--- config.mk ---
export PLATFORM = sky130hd
export DESIGN_NAME = gpio_edge_detect_regs
export DESIGN_NICKNAME = d
export VERILOG_FILES = /design/src/hw/rtl/gpioed_pkg.sv /design/src/hw/rtl/gpio_edge_detect_regs.sv
export SDC_FILE = /design/constraint.sdc
export NUM_CORES = 1
export LEC_CHECK = 0
export ABC_AREA = 1
export ABC_CLOCK_PERIOD_IN_PS = 8000
export BUFFER_PORTS_ARGS = -buffer_cell sky130_fd_sc_hd__buf_2
export CAP_MARGIN = 30
export CORE_MARGIN = 3
export CORE_UTILIZATION = 45
export CTS_CLUSTER_DIAMETER = 200
export CTS_CLUSTER_SIZE = 8
export DETAILED_ROUTE_END_ITERATION = 8
export SETUP_SLACK_MARGIN = 0.3
export SYNTH_ARGS = -nofsm -noshare
export SYNTH_HDL_FRONTEND = slang
export SYNTH_SLANG_ARGS = --single-unit
--- constraint.sdc ---
create_clock -name clock -period 8 [get_ports clock]
set_clock_uncertainty 0.2 [all_clocks]
set_input_delay 0.4 -clock clock [delete_from_list [all_inputs] [get_ports clock]]
set_output_delay 0.4 -clock clock [all_outputs]
set_load 0.01 [all_outputs]
--- src/hw/rtl/gpioed_pkg.sv ---
// ----------------------------------------------------------------------------
// gpioed_pkg
// Shared types and constants for the GPIO block with edge detection.
// ----------------------------------------------------------------------------
package gpioed_pkg;

   localparam int PIN_COUNT = 28;          // pins in the block, 12 to 32
   localparam int OUT_W     = 28;          // width of the rdata and pins_out fields
   localparam int IRQ_LOW_W = 11;          // latch bits with an interrupt line each

   // request codes
   localparam logic [2:0] FUNC_DRIVE   = 3'd0;
   localparam logic [2:0] FUNC_RD_WORD = 3'd1;
   localparam logic [2:0] FUNC_WR_WORD = 3'd2;
   localparam logic [2:0] FUNC_RD_BYTE = 3'd3;
   localparam logic [2:0] FUNC_WR_BYTE = 3'd4;

   // register word index (offset bits 4:2)
   localparam logic [2:0] REG_LEVEL = 3'd0;
   localparam logic [2:0] REG_DIR   = 3'd1;
   localparam logic [2:0] REG_SET   = 3'd2;
   localparam logic [2:0] REG_CLR   = 3'd3;
   localparam logic [2:0] REG_RISE  = 3'd4;
   localparam logic [2:0] REG_FALL  = 3'd5;
   localparam logic [2:0] REG_EDGE  = 3'd6;
   localparam logic [2:0] REG_ALT   = 3'd7;

   typedef struct packed {
      logic [2:0]  func;
      logic [7:0]  offset;
      logic [4:0]  pin;
      logic        level;
      logic [31:0] wdata;
   } req_type;

   typedef struct packed {
      logic [OUT_W-1:0]     rdata;
      logic [IRQ_LOW_W-1:0] irq_low;
      logic                 irq_high;
      logic [OUT_W-1:0]     pins_out;
      logic                 access_error;
   } rsp_type;

endpackage

--- src/hw/rtl/gpio_edge_detect_regs.sv ---
// ----------------------------------------------------------------------------
// gpio_edge_detect_regs
// GPIO register block: pin levels, output latch, direction, edge enables,
// edge-detect latch and alternate function, reached by pin events and
// byte or word register accesses.
// ----------------------------------------------------------------------------
//  channel | dir | handshake            | payload
//  --------+-----+----------------------+---------------------------------
//  req     | in  | req_valid/req_stall  | func, offset, pin, level, wdata
//  rsp     | out | rsp_valid/rsp_stall  | rdata, irqs, pins_out, error
//
// One item per cycle while no stalled result holds req_stall high; its result shows in the cycle after the transfer.
// State and result register update in the same edge as the req transfer.
// req_stall rises only while a result sits in the output register and
// rsp_stall is high. Synchronous reset clears the state registers and
// rsp_valid; the result payload register is loaded only on a transfer.
// ----------------------------------------------------------------------------
module gpio_edge_detect_regs
   import gpioed_pkg::*;
(
   input  logic    clock,
   input  logic    reset,
   input  logic    req_valid,
   output logic    req_stall,
   input  req_type req_data,
   output logic    rsp_valid,
   input  logic    rsp_stall,
   output rsp_type rsp_data
);

   logic [PIN_COUNT-1:0] pin_levels_ff, pin_levels_in;
   logic [PIN_COUNT-1:0] out_latch_ff,  out_latch_in;
   logic [PIN_COUNT-1:0] direction_ff,  direction_in;
   logic [PIN_COUNT-1:0] rise_en_ff,    rise_en_in;
   logic [PIN_COUNT-1:0] fall_en_ff,    fall_en_in;
   logic [PIN_COUNT-1:0] edge_latch_ff, edge_latch_in;
   logic [PIN_COUNT-1:0] alt_func_ff,   alt_func_in;
   logic                 rsp_valid_ff,  rsp_valid_in;
   rsp_type              rsp_data_ff,   rsp_data_in;

   logic                 accept;
   logic [2:0]           reg_idx;
   logic [1:0]           lane;
   logic                 word_ok;
   logic                 byte_ok;
   logic [PIN_COUNT-1:0] rd_word;
   logic [31:0]          rd_word32;
   logic [31:0]          byte_merge;
   logic [31:0]          byte_mask32;
   logic [PIN_COUNT-1:0] wr_val;
   logic                 do_write;
   logic [PIN_COUNT-1:0] pin_bit;
   logic                 pin_ok;
   logic [31:0]          rdata32;
   logic                 err;

   assign req_stall = rsp_valid_ff & rsp_stall;
   assign accept    = req_valid & ~req_stall;

   assign reg_idx = req_data.offset[4:2];
   assign lane    = req_data.offset[1:0];
   // last register sits at 0x1C, so everything above bit 4 must be zero
   assign word_ok = (req_data.offset[7:5] == 3'd0) && (lane == 2'd0);
   assign byte_ok = (req_data.offset[7:5] == 3'd0);

   always_comb begin
      case (reg_idx)
         REG_LEVEL: rd_word = (out_latch_ff & direction_ff) | (pin_levels_ff & ~direction_ff);
         REG_DIR:   rd_word = direction_ff;
         REG_RISE:  rd_word = rise_en_ff;
         REG_FALL:  rd_word = fall_en_ff;
         REG_EDGE:  rd_word = edge_latch_ff;
         REG_ALT:   rd_word = alt_func_ff;
         default:   rd_word = '0;   // set and clear read as zero
      endcase
   end

   assign rd_word32   = 32'(rd_word);
   assign byte_mask32 = 32'hFF << {lane, 3'b000};
   assign byte_merge  = (rd_word32 & ~byte_mask32)
                        | ((32'(req_data.wdata[7:0])) << {lane, 3'b000});

   assign pin_ok  = ({1'b0, req_data.pin} < 6'(PIN_COUNT));
   assign pin_bit = PIN_COUNT'(1) << req_data.pin;

   always_comb begin
      pin_levels_in = pin_levels_ff;
      out_latch_in  = out_latch_ff;
      direction_in  = direction_ff;
      rise_en_in    = rise_en_ff;
      fall_en_in    = fall_en_ff;
      edge_latch_in = edge_latch_ff;
      alt_func_in   = alt_func_ff;
      rdata32       = '0;
      err           = 1'b0;
      do_write      = 1'b0;
      wr_val        = req_data.wdata[PIN_COUNT-1:0];

      case (req_data.func)
         FUNC_DRIVE: begin
            if (pin_ok) begin
               if (req_data.level) begin
                  pin_levels_in = pin_levels_ff | pin_bit;
                  // edge only when the level really changes
                  if (((pin_levels_ff & pin_bit) == '0) && ((rise_en_ff & pin_bit) != '0))
                     edge_latch_in = edge_latch_ff | pin_bit;
               end else begin
                  pin_levels_in = pin_levels_ff & ~pin_bit;
                  if (((pin_levels_ff & pin_bit) != '0) && ((fall_en_ff & pin_bit) != '0))
                     edge_latch_in = edge_latch_ff | pin_bit;
               end
            end
         end
         FUNC_RD_WORD: begin
            if (word_ok) rdata32 = rd_word32;
            else         err = 1'b1;
         end
         FUNC_WR_WORD: begin
            if (word_ok) do_write = 1'b1;
            else         err = 1'b1;
         end
         FUNC_RD_BYTE: begin
            if (byte_ok) rdata32 = (rd_word32 >> {lane, 3'b000}) & 32'hFF;
            else         err = 1'b1;
         end
         FUNC_WR_BYTE: begin
            // read-modify-write of the whole word
            if (byte_ok) begin
               do_write = 1'b1;
               wr_val   = byte_merge[PIN_COUNT-1:0];
            end else begin
               err = 1'b1;
            end
         end
         default: ;
      endcase

      if (do_write) begin
         case (reg_idx)
            REG_DIR:  direction_in  = wr_val;
            REG_SET:  out_latch_in  = out_latch_ff | (wr_val & direction_ff);
            REG_CLR:  out_latch_in  = out_latch_ff & ~(wr_val & direction_ff);
            REG_RISE: rise_en_in    = wr_val;
            REG_FALL: fall_en_in    = wr_val;
            REG_EDGE: edge_latch_in = edge_latch_ff & ~wr_val;
            REG_ALT:  alt_func_in   = wr_val;
            default:  ;   // level register is read only
         endcase
      end
   end

   always_comb begin
      rsp_data_in.rdata        = rdata32[OUT_W-1:0];
      rsp_data_in.irq_low      = edge_latch_in[IRQ_LOW_W-1:0];
      rsp_data_in.irq_high     = |edge_latch_in[PIN_COUNT-1:IRQ_LOW_W];
      rsp_data_in.pins_out     = OUT_W'(out_latch_in);
      rsp_data_in.access_error = err;
      rsp_valid_in = accept | (rsp_valid_ff & rsp_stall);
   end

   always_ff @(posedge clock) begin
      if (reset) begin
         pin_levels_ff <= '0;
         out_latch_ff  <= '0;
         direction_ff  <= '0;
         rise_en_ff    <= '0;
         fall_en_ff    <= '0;
         edge_latch_ff <= '0;
         alt_func_ff   <= '0;
         rsp_valid_ff  <= 1'b0;
      end else begin
         rsp_valid_ff <= rsp_valid_in;
         if (accept) begin
            pin_levels_ff <= pin_levels_in;
            out_latch_ff  <= out_latch_in;
            direction_ff  <= direction_in;
            rise_en_ff    <= rise_en_in;
            fall_en_ff    <= fall_en_in;
            edge_latch_ff <= edge_latch_in;
            alt_func_ff   <= alt_func_in;
         end
      end
   end

   always_ff @(posedge clock) begin
      if (accept) rsp_data_ff <= rsp_data_in;
   end

   assign rsp_valid = rsp_valid_ff;
   assign rsp_data  = rsp_data_ff;

endmodule

**Word-level counts from Yosys, hierarchy flattened**

Index checks and enable logic that the tools add are counted.

- Equality and inequality tests: 11
- Reductions and logical operators: 19
- Shift operators: 4
- Magnitude comparators: 1
- Bitwise gates (word level): 24
- Muxes and demuxes: 22

Operator list:

| cell | number |
|---|---|
| two-way mux 28 bit | 12 |
| AND 28 bit | 10 |
| case mux 28 bit (6 select lines) | 1 |
| inverter 28 bit | 5 |
| bitwise OR 28 bit | 5 |
| case mux 28 bit (2 select lines) | 2 |
| nonzero test 28 bit | 3 |
| logical NOT 28 bit | 1 |
| left shift 1 x 5 -> 28 bit, first input constant | 1 |
| left shift 8 x 5 -> 28 bit | 1 |
| left shift 8 x 5 -> 28 bit, first input constant | 1 |
| >> shifter 28 x 5 -> 8 bit | 1 |
| OR reduction 17 bit | 1 |
| equality test 3 bit, second input constant | 5 |
| AND reduction 3 bit | 5 |
| equality test 3 x 2 -> 1 bit, second input constant | 4 |
| logical NOT 3 bit | 3 |
| two-way mux 8 bit | 1 |
| equality test 3 x 1 -> 1 bit, second input constant | 2 |
| < comparator 5 bit, second input constant | 1 |
| two-way mux 1 bit | 4 |
| case mux 1 bit (2 select lines) | 2 |
| OR reduction 2 bit | 2 |
| logical AND 1 bit | 3 |
| 4 further kinds | 5 |

- Bits of input ports: 53
- Flip-flop bits (word level): 266
- Output and inout port bits: 71
- Logic and storage cells: 94

**Depth between registers and ports, before layout**

Gate-level depths: netlist of the first run.

- Word-level depth: 13
- Depth in mapped cells: 22

**Worst setup path after synthesis of the first run**

OpenSTA, ideal clock, no wires.

- Path type: input-to-reg
- Start point: input rsp_stall
- End point: register rsp_data_ff, in the netlist rsp_data[0], enable pin
- Cell stages on the path: 5
- Data arrival time: 3.221 ns
- Slack: 4.118 ns
- Cell sequence: nand2_1 inv_1 nor2_1 clkbuf_1 clkbuf_1

- Longest elaborated chain between the ends: 3

Ends and longest elaborated chain:

| what | line | source |
|---|---|---|
| start: declaration | gpio_edge_detect_regs.sv:27 | `input logic rsp_stall,` |
| AND 1 bit | gpio_edge_detect_regs.sv:57 | `assign req_stall = rsp_valid_ff & rsp_stall;` |
| via req_stall | gpio_edge_detect_regs.sv:24 | `output logic req_stall,` |
| inverter 1 bit | gpio_edge_detect_regs.sv:58 | `assign accept = req_valid & ~req_stall;` |
| AND 1 bit | gpio_edge_detect_regs.sv:58 |  |
| via accept | gpio_edge_detect_regs.sv:41 | `logic accept;` |
| end signal: assignment | gpio_edge_detect_regs.sv:186 | `if (accept) rsp_data_ff <= rsp_data_in;` |
| end: declaration | gpio_edge_detect_regs.sv:39 | `rsp_type rsp_data_ff, rsp_data_in;` |

The timed path passes the listed nets, and every way through them passes these cells.
A chain may end at the register's enable or synchronous reset.

==> results of run 1 <==
-- worst max-delay path: stages --
cell,delay (ns)
buf_2,0.11
nor2_1,0.09
inv_1,0.06
nor2_1,0.14
nand2_2,0.37
inv_2,0.47
a21oi_4,0.04
buf_4,0.29
nor2_4,0.36
inv_1,0.38
buf_4,0.31
nand2_1,0.08
nand2_1,0.06
nor2_1,0.16
nand2_1,0.10
nor2_1,0.17
nand3_1,0.12
-- power groups by stage --
stage | Combinational [uW] | Clock (uW) | Sequential, uW
finish | 304 | 1520 | 1450
CTS | 299 | 1530 | 1450
global route | 328 | 1590 | 1450
detailed placement | 297 | 0 | 1480
global placement | 293 | 0 | 1480
floorplan | 172 | 0 | 1490
-- per-layer routing --
metal  share of wire  GRT usage  vias up
li1                -          -     6724
met1            0.43      0.457     6632
met2            0.43      0.482      761
met3            0.11     0.0631      112
met4           0.037      0.105        2
met5         0.00024          0        -
-- cell usage after synthesis, drive strengths merged --
cell type,instances
a21oi,238
nand3b,6
o21bai,2
nand4,52
a311oi,11
a211oi,7
a22oi,6
o21a,7
nor4,6
nand3,61
o211ai,13
a32oi,2
clkinv,1
or3,2
dfxtp,197
a31o,3
o21ai,292
or2,4
a31oi,5
clkbuf,63
nor3,26
a221oi,3
nand2,347
nor3b,1
edfxtp,69
a32o,1
inv,303
o22ai,27
a22o,8
o41ai,1
a21o,2
buf,48
nor2,151
-- final timing paths --
kind	start	endpoint	slack (ns)	depth (start not counted)
worst max-delay path	req_data[47]	rsp_data[29]	4.29	17
worst min-delay path	req_data[15]	alt_func_ff[15]	0.07	3
worst max register to register	rsp_valid	rise_en_ff[11]	5.10	13
worst min register to register	edge_latch_ff[11]	edge_latch_ff[11]	0.30	2
-- kinds of logic (layout without fill, tap and decap cells) --
logic type,after synthesis,in the layout
AOI/OAI and AO/OA,628,628
buffers and inverters,415,507
and+or+nand+nor,656,656
DFF,266,266
other,0,1
-- what timing repair did --
action,CTS,global route
hold buffers,2,0
buffers inserted,0,0
hold endpoints to repair,1,0
endpoints found under the setup margin,0,0
-- per-stage QoR --
step | instances | hold WS, ns | cell area (sq um)
6_report | 2454 | 0.0695 | 15900
5_1_grt | 2453 | 0.0778 | 15900
4_1_cts | 2453 | 0.0538 | 15900
3_5_place_dp | 2390 | 0.281 | 14800
3_3_place_gp | 2390 | 0.269 | 14800
2_1_floorplan | 1965 | 0.239 | 14100
-- final cells by class --
class,instances,area [sq um]
multi-input combinational,1284,6380
clock inverter,3,33.8
tap,396,495
sequential,266,6020
clock buffer,58,1070
timing repair buffer,142,773
fill,3098,14800
antenna,1,2.50
inverter,304,1140
==> results.yml, run 1 <==
grt:
  grt_overflow: 0
  grt_max_degree: 91
  grt_pass1_wl_microns: 80500
  track_usage: 0.318
  grt_pass1_vias: 12630
  antenna_found_initial: 2
clocking:
  clkSinkCount: 266
  cts.clk_slew.worst_paths_ns: 0.05
  clkLatencyLatePin_ns: 0.53
  cts_inserted_buffers: 39
  cts-root-buf: "clkbuf_16"
  clockBufferDepth: 3
  cts_resized: 0
  cts_tree: "yes"
  ctsHtreeMaxLevel: 2
power:
  power_frac_seq: 0.443
  p_comb_frac: 0.093
  power.share.clock: 0.464
  p_switching_uw: 856
  p_sw_frac: 0.261
  ir_drop_mv: 0.171
  power.leakage_uw: 0.00696
  p_int_uw: 2420
  power_density_nw_per_um2: 206
  report.power.total_uw: 3280
synth:
  synth-simple-area-share: 0.208
  synth-adder-area-share: 0
  synth_xor_area_frac: 0
  syn_nets: 2018
  synth_top_area_cell: "dfxtp_1"
  yosysWarnings: 0
  ys_seq_area_frac: 0.428
  yosys.area.top_type_share: 0.280
  syn_area_sq_um: 14100
  synth_area_leaders: "dfxtp_1, edfxtp_1, nand2_1, a21oi_1, o21ai_0"
  synth_compound_area_frac: 0.244
  synthMuxAreaShare: 0
  syn_area_per_cell_sq_um: 7.16
  synth_top_family_by_area: "compound AO/OA/AOI/OAI gates"
  ys_ff_latch: 266
  synthCells: 1965
  yosysUniqueCellTypes: 50
drt:
  vias_per_cell: 5.80
  first_iter_violations: 1780
  route.detailed.wl_per_inst_microns: 22.3
  drc: 0
  wl_microns: 54800
  ant_nets: 0
  num_vias: 14231
  first_pass_iters: 5
timing:
  fin_ws_ns: 4.29
  setup_tns_ns: 0
  worstMarginPinSlew_ns: 1.00
  setup-violations-final: 0
  maxSlewHeadroom: 0.329
  hold_viol: 0
  drv_slew: 0
  layout_min_cycle_time_ns: 3.71
  finalCritPeriodShare: 0.463
  max_freq_ghz: 0.270
  rsz0062_at_grt: "false"
placed_design:
  dp_slack_ns: 3.81
  gp_congestion: 1.03
  dp_hpwl_microns: 39600
  port_buffers: 119
final_layout:
  post-route-util: 0.519
  layout-drive-gt1-share: 0.129
  layout_commonest_cell: "nand2_1"
  area_growth_syn_to_layout_pct: 13.1
  layout.nets: 2090
  final_cell_mix: "nand2_1, inv_1, a21oi_1"
die:
  start_util: 0.459
  die_y_microns: 183
  fp.dieArea_sq_um: 33400
  fp.coreArea_sq_um: 30700
  fp.dieW_microns: 183
  ios: 124
  rows: 64
critical_path:
  cp_max_fo: 28
  cp-start-kind: "input pin"
  required_ns: 8.05
  path_class: "in -> reg"
  arrival_ns: 3.75
  end_kind: "flip-flop"
outcome:
  outcome: "completed"
flow_run:
  maxCapViolations: 0
hold_path:
  hp-class: "in -> reg"
No activity file was read; power rests on OpenSTA's default activity.
==> inputs of run 2 (changes only) <==
--- a/config.mk
+++ b/config.mk
@@ -5,8 +5,8 @@
 export SDC_FILE = /design/constraint.sdc
 export NUM_CORES = 1
 export LEC_CHECK = 0
-export ABC_AREA = 1
-export ABC_CLOCK_PERIOD_IN_PS = 8000
+export ABC_AREA = 0
+export ABC_CLOCK_PERIOD_IN_PS = 3500
 export BUFFER_PORTS_ARGS = -buffer_cell sky130_fd_sc_hd__buf_2
 export CAP_MARGIN = 30
 export CORE_MARGIN = 3
==> constraint.sdc (replaced) <==
create_clock -name clock -period 3.5 [get_ports clock]
set_clock_uncertainty 0.2 [all_clocks]
set_input_delay 0.175 -clock clock [delete_from_list [all_inputs] [get_ports clock]]
set_output_delay 0.175 -clock clock [all_outputs]
set_load 0.01 [all_outputs]
==> run 2 against run 1 <==
Routed wire length decreased by 5.7%. Die area down 4.7%. Highest routed layer unchanged. Critical endpoint unchanged. Synthesized cell count is 21% lower. Critical path type is now reg -> reg.
==> results.yml, run 2 <==
synth:
  syn_area_sq_um: 13400
  synth_most_common_cell: "nor2_1"
  ys_async_sr_fraction: 0
  synth_area_leaders: "dfxtp_1, edfxtp_1, a21oi_1, a211oi_1, nor2_1"
  syn_nets: 1611
  synth_edf_count: 69
  syn_area_per_cell_sq_um: 8.59
  synth_commonest_cells: "nor2_1, dfxtp_1, a21oi_1"
  synthCells: 1558
  yosysUniqueCellTypes: 71
  ys_ff_latch: 266
  ys_seq_area_frac: 0.449
  yosys.area.top_type_share: 0.295
  synth_top_area_cell: "dfxtp_1"
  yosysWarnings: 0
  ys.flop_type: "dfxtp_1"
clocking:
  cts_inserted_buffers: 39
  ctsHtreeMaxLevel: 2
  clkLatencyLatePin_ns: 0.51
  cts-root-buf: "clkbuf_16"
  cts.clk_slew.worst_paths_ns: 0.05
  clockBufferDepth: 3
  cts_tree: "yes"
  clkSinkCount: 266
critical_path:
  cp_num_cells: 10
  path_class: "reg -> reg"
  cp_max_fo: 5
  arrival_ns: 3.17
  required_ns: 3.54
  cp-start-kind: "flip-flop"
  end_kind: "flip-flop"
  crit_path_top_delay_cell: "a2111oi_1"
  crit_path_max_incr_delay_ns: 0.39
  critical_path.top_delay_family: "compound AO/OA/AOI/OAI gates"
  worstPathCellList: "nor3b_1, o211a_1, a2111oi_4, o2111ai_2, o22ai_2, o22ai_4, buf_4, a41o_1, a2111oi_1, nand4_1"
  ff2ff_path_depth: 10
  cp_num_buf_inv: 1
die:
  fp.coreArea_sq_um: 29000
  die_y_microns: 178
  start_util: 0.461
  rows: 62
  fp.dieArea_sq_um: 31900
  ios: 124
  fp.dieW_microns: 178
power:
  power_density_nw_per_um2: 438
  report.power.total_uw: 7180
  ir_drop_mv: 0.255
  power.leakage_uw: 0.00573
timing:
  drv_slew: 0
  hold_viol: 0
  worstMarginPinSlew_ns: 0.995
  max_freq_ghz: 0.320
  finalCritPeriodShare: 0.894
  rsz0062_at_grt: "false"
  setup-violations-final: 0
  maxSlewHeadroom: 0.335
  layout_min_cycle_time_ns: 3.13
final_layout:
  fillers: 2670
  final_cells: 2138
  antenna_cells: 0
  ff_latch_area_sq_um: 6020
  multi_input_area_sq_um: 6960
  area_growth_syn_to_layout_pct: 22.3
  layout-drive-gt1-share: 0.208
  layout.nets: 1788
  final_cell_mix: "nor2_1, a21oi_1, dfxtp_1"
drt:
  first_iter_violations: 1461
  num_vias: 13158
  ant_nets: 0
  route.detailed.wl_per_inst_microns: 24.2
  first_pass_iters: 5
  drc: 0
  wl_microns: 51700
  vias_per_cell: 6.15
placed_design:
  dp.cells: 2062
  port_buffers: 119
  gp_congestion: 0.967
  dp_hpwl_microns: 37900
outcome:
  outcome: "completed"
grt:
  grt_overflow: 0
  grt_max_degree: 86
  track_usage: 0.321
  grt_pass1_wl_microns: 77100
  grt_pass1_vias: 12232
  antenna_found_initial: 3
hold_path:
  hp-class: "in -> reg"
  hold_depth: 3
flow_run:
  maxCapViolations: 0
[run 2: layout make-up]
cell class,count,share of cell area
tap,384,0.0293
inverter,15,0.00359
clock buffer,58,0.0640
sequential,266,0.368
clock inverter,2,0.00107
timing repair buffer,259,0.109
multi-input combinational,1154,0.425
[run 2: logic make-up (layout without fill, tap and decap cells)]
group,count (synthesis),after routing,share of synthesized area
simple gates,580,580,0.199
mux,67,67,0.0738
buf+inv,138,334,0.0417
compound gates,507,507,0.236
flops,266,266,0.449
[run 2: routing by layer]
| layer | wire length, microns | share of wire | global-route usage | vias to the layer above |
|---|---|---|---|---|
| met2 | 22100 | 0.43 | 0.479 | 668 |
| met3 | 5960 | 0.12 | 0.0941 | 112 |
| met4 | 1570 | 0.030 | 0.0945 | 4 |
| met5 | 31 | 0.00060 | 0 | - |
| li1 | - | - | - | 6107 |
| met1 | 22000 | 0.43 | 0.451 | 6267 |
[run 2: power breakdown]
group          switching (uW)  total [uW]  internal [uW]  leakage, uW
sequential               11.7        3210           3200      0.00229
clock                    1330        3370           2040     0.000512
combinational             410         601            190      0.00293
total                    1750        7180           5430      0.00573
[run 2: stage by stage]
step / setup slack [ns] / hold WS, ns / setup TNS (ns) / cell area [sq um] / utilization
floorplan: 0.448 / 0.0957 / 0 / 13400 / -
global placement: 0.0445 / 0.199 / 0 / 15000 / 0.518
detailed placement: -0.0243 / 0.221 / -0.0243 / 15000 / 0.518
CTS: 0.304 / 0.00728 / 0 / 16200 / 0.560
global route: 0.292 / 0.0586 / 0 / 16400 / 0.564
finish: 0.371 / 0.0321 / 0 / 16400 / 0.564
[run 2: path summary, 6_finish.rpt]
path / startpoint / to / slack [ns]
setup / recovery: flip-flop / rsp_data[29] / 0.37
setup reg to reg: flip-flop / rsp_data[29] / 0.37
hold reg to reg: alt_func_ff[2] / alt_func_ff[2] / 0.26
hold / removal: req_data[27] / direction_ff[27] / 0.03
[run 2: what timing repair did]
item | CTS | global route
endpoints found under the hold margin | 29 | 0
pin swaps | 1 | 8
hold buffers | 14 | 0
endpoints found under the setup margin | 4 | 35
resized for setup | 3 | 26
setup buffers | 0 | 2
[run 2: worst reg2reg max path, cell delays in order, from the launching register on]
cell	delay (ns)
dfxtp_2	0.37
nor3b_1	0.16
o211a_1	0.26
a2111oi_4	0.31
o2111ai_2	0.19
o22ai_2	0.26
o22ai_4	0.13
buf_4	0.19
a41o_1	0.25
a2111oi_1	0.39
nand4_1	0.15
